## src/rtl/rrt_pkg.sv

```systemverilog
// Shared types, codes and constants of the reception range tracker.
package rrt_pkg;

  // Offset space of the tracker; SPACE_END is built on it, the field widths below match it.
  localparam int unsigned OFFSET_WIDTH = 32;
  localparam int unsigned DEF_MAX_RANGES = 16;
  localparam logic [OFFSET_WIDTH:0] SPACE_END = {1'b1, {OFFSET_WIDTH{1'b0}}};

  // Request types.
  localparam logic REQ_ADD  = 1'b0;
  localparam logic REQ_GAPS = 1'b1;

  // Result status codes.
  localparam logic [1:0] STS_OK    = 2'd0;
  localparam logic [1:0] STS_EMPTY = 2'd1;
  localparam logic [1:0] STS_FULL  = 2'd2;
  localparam logic [1:0] STS_OVF   = 2'd3;

  typedef struct packed {
    logic        req_type;
    logic [31:0] range_offset;
    logic [31:0] range_length;
    logic [31:0] query_lower;
    logic [32:0] query_upper;
  } in_item_t;

  typedef struct packed {
    logic [1:0]  status;
    logic        gap_valid;
    logic [31:0] gap_start;
    logic [32:0] gap_length;
    logic        last;
    logic        complete;
    logic [32:0] received_bytes;
    logic [4:0]  stored_ranges;
  } out_item_t;

  // One stored range: begin and exclusive stop.
  typedef struct packed {
    logic [31:0] rbeg;
    logic [32:0] rstop;
  } entry_t;

  typedef enum logic [2:0] {
    ST_IDLE,
    ST_SCAN,
    ST_ATAIL,
    ST_QTAIL,
    ST_FINAL
  } state_e;

  // Commands from the controller to the datapath.
  typedef struct packed {
    logic load;
    logic step;
    logic insert;
    logic atail;
    logic qtail;
    logic fin;
  } cmd_t;

  // Status from the datapath to the controller.
  typedef struct packed {
    logic early;
    logic is_query;
    logic add_end;
    logic q_end;
    logic insert_now;
    logic gap_found;
    logic tail_gap;
    logic pend_v;
    logic can_emit;
  } sts_t;

endpackage

```

## src/rtl/rrt_ctrl.sv

```systemverilog
// Controller state machine of the reception range tracker.
module rrt_ctrl import rrt_pkg::*; (
  input  logic clk_i,
  input  logic rst_ni,
  input  logic in_valid_i,
  input  sts_t sts_i,
  output logic in_stall_o,
  output cmd_t cmd_o
);

  state_e state_q, state_d;

  // State register.
  always_ff @(posedge clk_i or negedge rst_ni) begin
    if (!rst_ni) begin
      state_q <= ST_IDLE;
    end else begin
      state_q <= state_d;
    end
  end

  // Next state.
  always_comb begin
    state_d = state_q;
    case (state_q)
      ST_IDLE: begin
        if (in_valid_i) begin
          state_d = sts_i.early ? ST_FINAL : ST_SCAN;
        end
      end
      ST_SCAN: begin
        if (sts_i.is_query && sts_i.q_end) begin
          state_d = ST_QTAIL;
        end else if (!sts_i.is_query && sts_i.add_end) begin
          state_d = ST_ATAIL;
        end
      end
      ST_ATAIL: state_d = ST_FINAL;
      ST_QTAIL: begin
        if (!(sts_i.tail_gap && sts_i.pend_v && !sts_i.can_emit)) begin
          state_d = ST_FINAL;
        end
      end
      ST_FINAL: begin
        if (sts_i.can_emit) begin
          state_d = ST_IDLE;
        end
      end
      default: state_d = ST_IDLE;
    endcase
  end

  // Commands.
  always_comb begin
    cmd_o      = '0;
    in_stall_o = (state_q != ST_IDLE);
    case (state_q)
      ST_IDLE: cmd_o.load = in_valid_i;
      ST_SCAN: begin
        if (sts_i.is_query) begin
          if (!sts_i.q_end && !(sts_i.gap_found && sts_i.pend_v && !sts_i.can_emit)) begin
            cmd_o.step = 1'b1;
          end
        end else if (!sts_i.add_end) begin
          cmd_o.insert = sts_i.insert_now;
          cmd_o.step   = !sts_i.insert_now;
        end
      end
      ST_ATAIL: cmd_o.atail = 1'b1;
      ST_QTAIL: cmd_o.qtail = !(sts_i.tail_gap && sts_i.pend_v && !sts_i.can_emit);
      ST_FINAL: cmd_o.fin = sts_i.can_emit;
      default: cmd_o = '0;
    endcase
  end

endmodule

```

## src/rtl/rrt_datapath.sv

```systemverilog
// Datapath of the reception range tracker: range table, merge and gap scan, result register.
module rrt_datapath import rrt_pkg::*; #(
  parameter int unsigned MAX_RANGES = DEF_MAX_RANGES
) (
  input  logic        clk_i,
  input  logic        rst_ni,
  input  cmd_t        cmd_i,
  output sts_t        sts_o,
  input  in_item_t    in_item_i,
  input  logic        cfg_valid_i,
  input  logic [31:0] cfg_data_i,
  output logic        out_valid_o,
  input  logic        out_stall_i,
  output out_item_t   out_item_o
);

  localparam int unsigned CW = $clog2(MAX_RANGES + 1);
  localparam int unsigned AW = $clog2(MAX_RANGES);
  localparam logic [CW-1:0] MAX_CNT = CW'(MAX_RANGES);

  // Two banks: the current table is read while the updated one is written.
  entry_t mem [2**(AW+1)];
  entry_t rdata_q;

  logic [31:0]   blen_q;
  logic          sel_q;
  logic [CW-1:0] idx_q, idx_d, widx_q, widx_d, total_q;
  logic [32:0]   bytes_q, sum_q, sum_d;
  logic [31:0]   s_q, s_d;
  logic [32:0]   e_q, e_d;
  logic          ins_q, merged_q, isq_q;
  logic [32:0]   cur_q, hi_q;
  logic          pend_v_q;
  logic [31:0]   pend_s_q;
  logic [32:0]   pend_l_q;
  logic [1:0]    status_q;
  logic [31:0]   first_b_q, nf_b_q, nf_b_d;
  logic [32:0]   first_t_q, nf_t_q, nf_t_d;
  logic          out_v_q;
  out_item_t     out_q;

  logic          t_lt_s, b_le_e, can_emit, complete;
  logic          wr_want, wr_en, drop;
  logic [31:0]   wr_b;
  logic [32:0]   wr_t, gend, in_end, in_hi;

  // Entry compares against the range being added and the query window end.
  assign t_lt_s   = rdata_q.rstop < {1'b0, s_q};
  assign b_le_e   = {1'b0, rdata_q.rbeg} <= e_q;
  assign can_emit = !out_v_q || !out_stall_i;
  assign gend     = ({1'b0, rdata_q.rbeg} < hi_q) ? {1'b0, rdata_q.rbeg} : hi_q;
  assign in_end   = {1'b0, in_item_i.range_offset} + {1'b0, in_item_i.range_length};
  assign in_hi    = (in_item_i.query_upper > SPACE_END) ? SPACE_END : in_item_i.query_upper;
  assign complete = (blen_q == '0) ||
                    (total_q == CW'(1) && first_b_q == '0 && first_t_q >= {1'b0, blen_q});

  always_comb begin
    sts_o.early      = (in_item_i.req_type == REQ_ADD) &&
                       (in_item_i.range_length == '0 || in_end > SPACE_END);
    sts_o.is_query   = isq_q;
    sts_o.add_end    = (idx_q == total_q);
    sts_o.q_end      = (idx_q == total_q) || (cur_q >= hi_q);
    sts_o.insert_now = !ins_q && !t_lt_s && !b_le_e;
    sts_o.gap_found  = !sts_o.q_end && (rdata_q.rstop > cur_q) &&
                       ({1'b0, rdata_q.rbeg} > cur_q);
    sts_o.tail_gap   = cur_q < hi_q;
    sts_o.pend_v     = pend_v_q;
    sts_o.can_emit   = can_emit;
  end

  // Table write selection for the add merge.
  always_comb begin
    wr_want = 1'b0;
    wr_b    = rdata_q.rbeg;
    wr_t    = rdata_q.rstop;
    if (cmd_i.step && !isq_q && (ins_q || t_lt_s)) begin
      wr_want = 1'b1;
    end else if (cmd_i.insert || (cmd_i.atail && !ins_q)) begin
      wr_want = 1'b1;
      wr_b    = s_q;
      wr_t    = e_q;
    end
    wr_en  = wr_want && (widx_q < MAX_CNT);
    widx_d = widx_q + CW'(wr_en);
    sum_d  = wr_en ? sum_q + (wr_t - {1'b0, wr_b}) : sum_q;
    nf_b_d = (wr_en && widx_q == '0) ? wr_b : nf_b_q;
    nf_t_d = (wr_en && widx_q == '0) ? wr_t : nf_t_q;
    drop   = !merged_q && (total_q >= MAX_CNT);
  end

  // Read index follows the scan counter so read data matches idx_q.
  always_comb begin
    idx_d = idx_q;
    if (cmd_i.load) begin
      idx_d = '0;
    end else if (cmd_i.step) begin
      idx_d = idx_q + CW'(1);
    end
  end

  // Merged range bounds, starting from the new range when an item is taken.
  always_comb begin
    s_d = s_q;
    e_d = e_q;
    if (cmd_i.load) begin
      s_d = in_item_i.range_offset;
      e_d = in_end;
    end else if (cmd_i.step && !isq_q && !ins_q && !t_lt_s && b_le_e) begin
      s_d = (rdata_q.rbeg < s_q) ? rdata_q.rbeg : s_q;
      e_d = (rdata_q.rstop > e_q) ? rdata_q.rstop : e_q;
    end
  end

  // Range memory.
  always_ff @(posedge clk_i) begin
    if (wr_en) begin
      mem[{~sel_q, widx_q[AW-1:0]}] <= '{rbeg: wr_b, rstop: wr_t};
    end
    rdata_q <= mem[{sel_q, idx_d[AW-1:0]}];
  end

  // Control and table state.
  always_ff @(posedge clk_i or negedge rst_ni) begin
    if (!rst_ni) begin
      blen_q   <= '0;
      sel_q    <= 1'b0;
      total_q  <= '0;
      bytes_q  <= '0;
      idx_q    <= '0;
      widx_q   <= '0;
      pend_v_q <= 1'b0;
      out_v_q  <= 1'b0;
      ins_q    <= 1'b0;
      merged_q <= 1'b0;
      isq_q    <= 1'b0;
    end else begin
      if (cfg_valid_i) begin
        blen_q <= cfg_data_i;
      end
      idx_q  <= idx_d;
      widx_q <= cmd_i.load ? '0 : widx_d;
      if (cmd_i.load) begin
        isq_q    <= (in_item_i.req_type == REQ_GAPS);
        ins_q    <= 1'b0;
        merged_q <= 1'b0;
        pend_v_q <= 1'b0;
      end
      if (cmd_i.insert || (cmd_i.step && !isq_q && ins_q)) begin
        ins_q <= 1'b1;
      end
      if (cmd_i.step && !isq_q && !ins_q && !t_lt_s && b_le_e) begin
        merged_q <= 1'b1;
      end
      if ((cmd_i.step && isq_q && sts_o.gap_found) || (cmd_i.qtail && sts_o.tail_gap)) begin
        pend_v_q <= 1'b1;
      end
      if (cmd_i.atail && !drop) begin
        sel_q   <= ~sel_q;
        total_q <= widx_d;
        bytes_q <= sum_d;
      end
      if ((cmd_i.step && isq_q && sts_o.gap_found && pend_v_q) ||
          (cmd_i.qtail && sts_o.tail_gap && pend_v_q) || cmd_i.fin) begin
        out_v_q <= 1'b1;
      end else if (!out_stall_i) begin
        out_v_q <= 1'b0;
      end
    end
  end

  // Payload registers.
  always_ff @(posedge clk_i) begin
    s_q    <= s_d;
    e_q    <= e_d;
    sum_q  <= cmd_i.load ? '0 : sum_d;
    nf_b_q <= nf_b_d;
    nf_t_q <= nf_t_d;
    if (cmd_i.load) begin
      cur_q <= {1'b0, in_item_i.query_lower};
      hi_q  <= in_hi;
      if (in_item_i.req_type == REQ_GAPS) begin
        status_q <= STS_OK;
      end else if (in_item_i.range_length == '0) begin
        status_q <= STS_EMPTY;
      end else if (in_end > SPACE_END) begin
        status_q <= STS_OVF;
      end else begin
        status_q <= STS_OK;
      end
    end
    if (cmd_i.atail) begin
      status_q <= drop ? STS_FULL : STS_OK;
      if (!drop) begin
        first_b_q <= nf_b_d;
        first_t_q <= nf_t_d;
      end
    end
    // Query scan: move the cursor past each range, hold one gap back for the last mark.
    if (cmd_i.step && isq_q) begin
      if (rdata_q.rstop > cur_q) begin
        cur_q <= rdata_q.rstop;
      end
      if (sts_o.gap_found) begin
        pend_s_q <= cur_q[31:0];
        pend_l_q <= gend - cur_q;
      end
    end
    if (cmd_i.qtail && sts_o.tail_gap) begin
      pend_s_q <= cur_q[31:0];
      pend_l_q <= hi_q - cur_q;
    end
    // Result register.
    if ((cmd_i.step && isq_q && sts_o.gap_found && pend_v_q) ||
        (cmd_i.qtail && sts_o.tail_gap && pend_v_q) || cmd_i.fin) begin
      out_q.status         <= cmd_i.fin ? status_q : STS_OK;
      out_q.gap_valid      <= pend_v_q;
      out_q.gap_start      <= pend_v_q ? pend_s_q : '0;
      out_q.gap_length     <= pend_v_q ? pend_l_q : '0;
      out_q.last           <= cmd_i.fin;
      out_q.complete       <= complete;
      out_q.received_bytes <= bytes_q;
      out_q.stored_ranges  <= 5'(total_q);
    end
  end

  assign out_valid_o = out_v_q;
  assign out_item_o  = out_q;

endmodule

```

## src/rtl/reception_range_tracker_unit.sv

```systemverilog
// An add scans the stored ranges and merges the new range into them; a zero-length or overflowing
// add skips the scan and goes straight to its final result. A gap query stops scanning once past
// its window, and its scan waits while a held result is stalled at the output. One item is handled
// at a time; the next item is taken the cycle after the final result is loaded. Reset clears the
// range count, byte total, block_length and handshake state only.
module reception_range_tracker_unit import rrt_pkg::*; #(
  parameter int unsigned MAX_RANGES = DEF_MAX_RANGES
) (
  input  logic        clk_i,
  input  logic        rst_ni,
  input  logic        in_valid_i,
  output logic        in_stall_o,
  input  in_item_t    in_item_i,
  output logic        out_valid_o,
  input  logic        out_stall_i,
  output out_item_t   out_item_o,
  input  logic        cfg_valid_i,
  output logic        cfg_ready_o,
  input  logic [31:0] cfg_data_i
);

  cmd_t cmd;
  sts_t sts;

  // Configuration writes are always taken.
  assign cfg_ready_o = 1'b1;

  rrt_ctrl u_ctrl (
    .clk_i      (clk_i),
    .rst_ni     (rst_ni),
    .in_valid_i (in_valid_i),
    .sts_i      (sts),
    .in_stall_o (in_stall_o),
    .cmd_o      (cmd)
  );

  rrt_datapath #(
    .MAX_RANGES (MAX_RANGES)
  ) u_datapath (
    .clk_i       (clk_i),
    .rst_ni      (rst_ni),
    .cmd_i       (cmd),
    .sts_o       (sts),
    .in_item_i   (in_item_i),
    .cfg_valid_i (cfg_valid_i),
    .cfg_data_i  (cfg_data_i),
    .out_valid_o (out_valid_o),
    .out_stall_i (out_stall_i),
    .out_item_o  (out_item_o)
  );

endmodule

```

## config.mk

```make
export PLATFORM = sky130hd
export DESIGN_NAME = reception_range_tracker_unit
export DESIGN_NICKNAME = d
export VERILOG_FILES = /design/src/rtl/rrt_pkg.sv /design/src/rtl/rrt_ctrl.sv /design/src/rtl/rrt_datapath.sv /design/src/rtl/reception_range_tracker_unit.sv
export SDC_FILE = /design/constraint.sdc
export NUM_CORES = 2
export LEC_CHECK = 0
export BUFFER_PORTS_ARGS = -buffer_cell sky130_fd_sc_hd__buf_2
export CAP_MARGIN = 20
export CELL_PAD_IN_SITES_DETAIL_PLACEMENT = 1
export CELL_PAD_IN_SITES_GLOBAL_PLACEMENT = 1
export CORE_MARGIN = 10
export CORE_UTILIZATION = 55
export CTS_BUF_LIST = sky130_fd_sc_hd__clkbuf_8
export CTS_CLUSTER_DIAMETER = 60
export DETAILED_ROUTE_END_ITERATION = 12
export GPL_TIMING_DRIVEN = 0
export PLACE_DENSITY_LB_ADDON = 0.1
export SLEW_MARGIN = 25
export SYNTH_ARGS = -nofsm -noshare
export SYNTH_HDL_FRONTEND = slang
export SYNTH_HIERARCHICAL = 1
export SYNTH_SLANG_ARGS = --single-unit
export TNS_END_PERCENT = 1
```

## constraint.sdc

```tcl
create_clock -name clk_i -period 18.05 [get_ports clk_i]
set_input_delay 3.61 -clock clk_i [delete_from_list [all_inputs] [get_ports clk_i]]
set_output_delay 3.61 -clock clk_i [all_outputs]
set_load 0.01 [all_outputs]
```

==> summary.md <==
| Metric | Value |
|---|---|
| Status | `finished, final reports clean` |
| Maximum clock rate | `0.0897 GHz` |
| Filler cell count in the final layout | `21.3k` |
| Setup repair after global routing missed its margin | `false` |
| Net count after synthesis | `10.2k` |
| Routability congestion estimate | `0.941` |
| PnR Total Power | `29500 uW` |
| Post-route cell area | `136000 um2` |
| Relative slew margins | `14.1%` |
| Tmin final | `11150 ps` |
| CTS max path bufs | `4` |
| Class of the most critical hold timing path | `reg2reg` |
| Share of cells above drive strength 1 | `12.1%` |
| Data arrival time at the worst-slack endpoint | `12140 ps` |
| TritonCTS clock tree | `done` |
| Post-synth cell types | `81` |
| FFs w/ async S/R, synth | `3.29%` |
| P per Cell Area | `217 nW/um2` |
| Per-cell via count in the routed design | `6.44` |
| Initial DRT Pass Iterations | `6` |
| Global-route usage over all layers | `36.8%` |
| List of most frequent post-synthesis cells | `edfxtp_1 (2418), nand2_1 (2353), nand3_1 (577)` |
| Number of antenna violations at the first check in global routing | `69` |
| Cell with the most instances after synthesis | `edfxtp_1` |
| Met2 layer wire length in the routed design | `212000 um` |
| Final layout net count | `11.1k` |
| Minimum setup slack in the final design | `6900 ps` |
| DR WL met3 | `45700 um` |
| Vias in the first global route | `93.0k` |
| Routed metal-1 wirelength | `157000 um` |
| Number of enable-type register cells in the synthesized netlist | `2418` |
| Total setup buffers inserted after CTS | `0` |
| Num CTS Buffers | `448` |
| Number of buffer cells added on primary ports | `275` |
| Period utilisation layout | `61.8%` |
| Worst reg-to-reg path cell count | `32` |
| Top layer used by detailed routing | `met5` |
| Slew at the pin closest to its max-slew limit | `1280 ps` |
| Setup Viol. Count Final | `0` |
| Estimated wirelength of the detail-placed design | `329000 um` |
| Pin count of the biggest net entering global routing | `73` |
| Setup TNS after final layout | `0 ps` |
| Root buffer cell | `clkbuf_8` |
| Final WL | `444000 um` |
| Post-synthesis instance area | `118000 um2` |
| Dominant cell type by area after synthesis | `edfxtp_1` |
| Slowest cell on crit path | `mux2i_2` |
| Kind of end point of the critical path | `flop` |
| Clock-pin slew of the registers on the worst-case setup and hold paths | `60 ps` |
| DIE WIDTH | `484 um` |
| Number of clock sinks seen by CTS | `2703` |
| Row count | `170` |
| H-tree depth reported by CTS | `5` |
| Crit-path most repeated cell | `a21oi_1` |
| Startpoint types | `flop` |
| Crit-path max FO | `10` |
| Hold Path Depth | `0` |
| Total overflow reported by the global router | `0` |
| Initial standard-cell utilization of the core | `55.2%` |
| Leading post-synthesis cells by cell area | `edfxtp_1 (61%), nand2_1 (7.5%), ha_1 (4.1%), a311oi_1 (3.4%), dfxtp_1 (3.3%)` |
| Relative area change from synthesis to final layout | `14.7%` |
| First DRT Iteration DRCs | `10.7k` |
| Area of the die | `234000 um2` |
| Peak VDD IR | `0.153 mV` |
| Gate Count Post-Synth | `9652` |
| Number of flip-flops and latches in the synthesized netlist | `2703` |
| Hold bufs inserted after CTS | `0` |
| R2R setup slack | `6900 ps` |
| Worst-case setup slack after placement | `7160 ps` |
| Critical path class | `reg2reg` |
| Number of I/O pins | `278` |
| Area post-placement | `127000 um2` |
| Max Clock Skew | `115 ps` |
| Insertion delay to the later sink of the worst-skew pair | `1180 ps` |
| Sequential share of the synthesized area | `66.6%` |
| Routed WL per cell | `32.3 um` |
| DRC violations left | `0` |
| Max Slew Vio Count | `0` |
| Number of vias in the routed layout | `88.6k` |
| Core outline area | `214000 um2` |
| Proportion of netlist area held by the largest area contributor | `61.4%` |
| Reported leakage power | `0.0508 uW` |
| Final hold violations | `0` |
| Number of nets still failing antenna checks after routing | `0` |
| Ys Warns | `6` |
| Resize count post-CTS | `0` |
| First-pass GRT wire length | `633000 um` |
| Avg Inst Size Synth | `12.3 um2` |
| Die extent in y | `484 um` |
| Required time of the worst setup path | `19040 ps` |
| Worst hold slack | `449 ps` |
| Max-cap violation count | `0` |
| Most frequently used flop master after synthesis | `edfxtp_1` |
| Stage delay of the slowest cell on the critical path | `880 ps` |
[report_power, final]
group,internal (uW),switching (uW)
logic,4350,10700
registers,8550,686
clock network,2640,2510
[flip-flops by register name, indices dropped and copies added, names as in the netlist, 32 cells and up]
name and count:
u_datapath/blen_q 32, u_datapath/bytes_q 33, u_datapath/cur_q 33, u_datapath/e_q 33, u_datapath/first_b_q 32, u_datapath/first_t_q 33
u_datapath/hi_q 33, u_datapath/mem 2080, u_datapath/nf_b_q 32, u_datapath/nf_t_q 33, u_datapath/out_item_o 108, u_datapath/pend_l_q 33
u_datapath/pend_s_q 32, u_datapath/rdata_q 65, u_datapath/s_q 32, u_datapath/sum_q 33
[final cells by class]
cell class | instances | area [um2] | share of cell area [%]
diodes | 28 | 70.1 | 0.0517
plain buffers | 556 | 2210 | 1.63
clock buffers | 469 | 6450 | 4.76
clock inverters | 328 | 1840 | 1.35
inverters | 334 | 1260 | 0.928
multi-input cells | 6059 | 36700 | 27.1
flip-flops and latches | 2703 | 78800 | 58.1
well taps | 2838 | 3550 | 2.62
repair buffers | 434 | 4790 | 3.53
[per-stage QoR]
stage | util [%] | std cells
finish | 63.3 | 13749
global route | 63.3 | 13724
CTS | 63.3 | 13718
detailed placement | 59.4 | 12921
global placement | 57.5 | 12765
floorplan | - | 9652
[routing by layer]
| layer | vias to the layer above | global-route usage, % |
|---|---|---|
| li1 | 37382 | - |
| met1 | 44469 | 43.5 |
| met2 | 5278 | 61.1 |
| met3 | 1382 | 9.36 |
| met4 | 42 | 21.0 |
| met5 | - | 0 |
[worst max-delay path, delay by kind of cell (launching register included)]
kind,cells,cell delay [ps]
simple gates,5,1150
fa+ha+maj,3,1230
flops,1,640
buf+inv,5,1720
compound gates,16,4890
mux,3,1400
[cell families after synthesis]
group                      after synthesis  synth area share (%)
muxes                                  236                  2.16
adders and majority gates              423                  4.70
buffers and inverters                  890                  2.88
xor gates and xnor gates               118                 0.874
AOI/OAI and AO/OA                     1437                  8.52
DFF                                   2703                  66.6
other                                    1               0.00317
and+or+nand+nor                       3844                  14.3
[path summary, 6_finish.rpt]
check,from,to
setup / recovery,u_datapath/cur_q[1]$_DFF_P_,u_datapath/bytes_q[16]$_DFFE_PN0P_
hold / removal,u_datapath/cur_q[29]$_DFF_P_,u_datapath/pend_s_q[29]$_DFFE_PP_
setup reg to reg,u_datapath/cur_q[1]$_DFF_P_,u_datapath/bytes_q[16]$_DFFE_PN0P_
hold reg to reg,u_datapath/cur_q[29]$_DFF_P_,u_datapath/pend_s_q[29]$_DFFE_PP_
max in group asynchronous,rst_ni,u_datapath/out_valid_o$_DFFE_PN0P_
min in group asynchronous,rst_ni,u_datapath/blen_q[26]$_DFFE_PN0P_
[layout by cell type, fill, tap and decap left out, types with 89 or more instances in the layout]
cell / n
clkbuf_1: 440
and3_1: 279
buf_2: 303
clkbuf_8: 469
nand2_1: 2352
dfxtp_1: 196
a311oi_1: 456
nand3_1: 576
and2_1: 105
mux2_2: 120
a21oi_1: 292
o21ai_0: 218
nor2_1: 211
clkinv_1: 107
ha_1: 388
a21o_1: 117
dfrtp_1: 89
inv_1: 451
edfxtp_1: 2418
No activity file was read; power rests on OpenSTA's default activity.
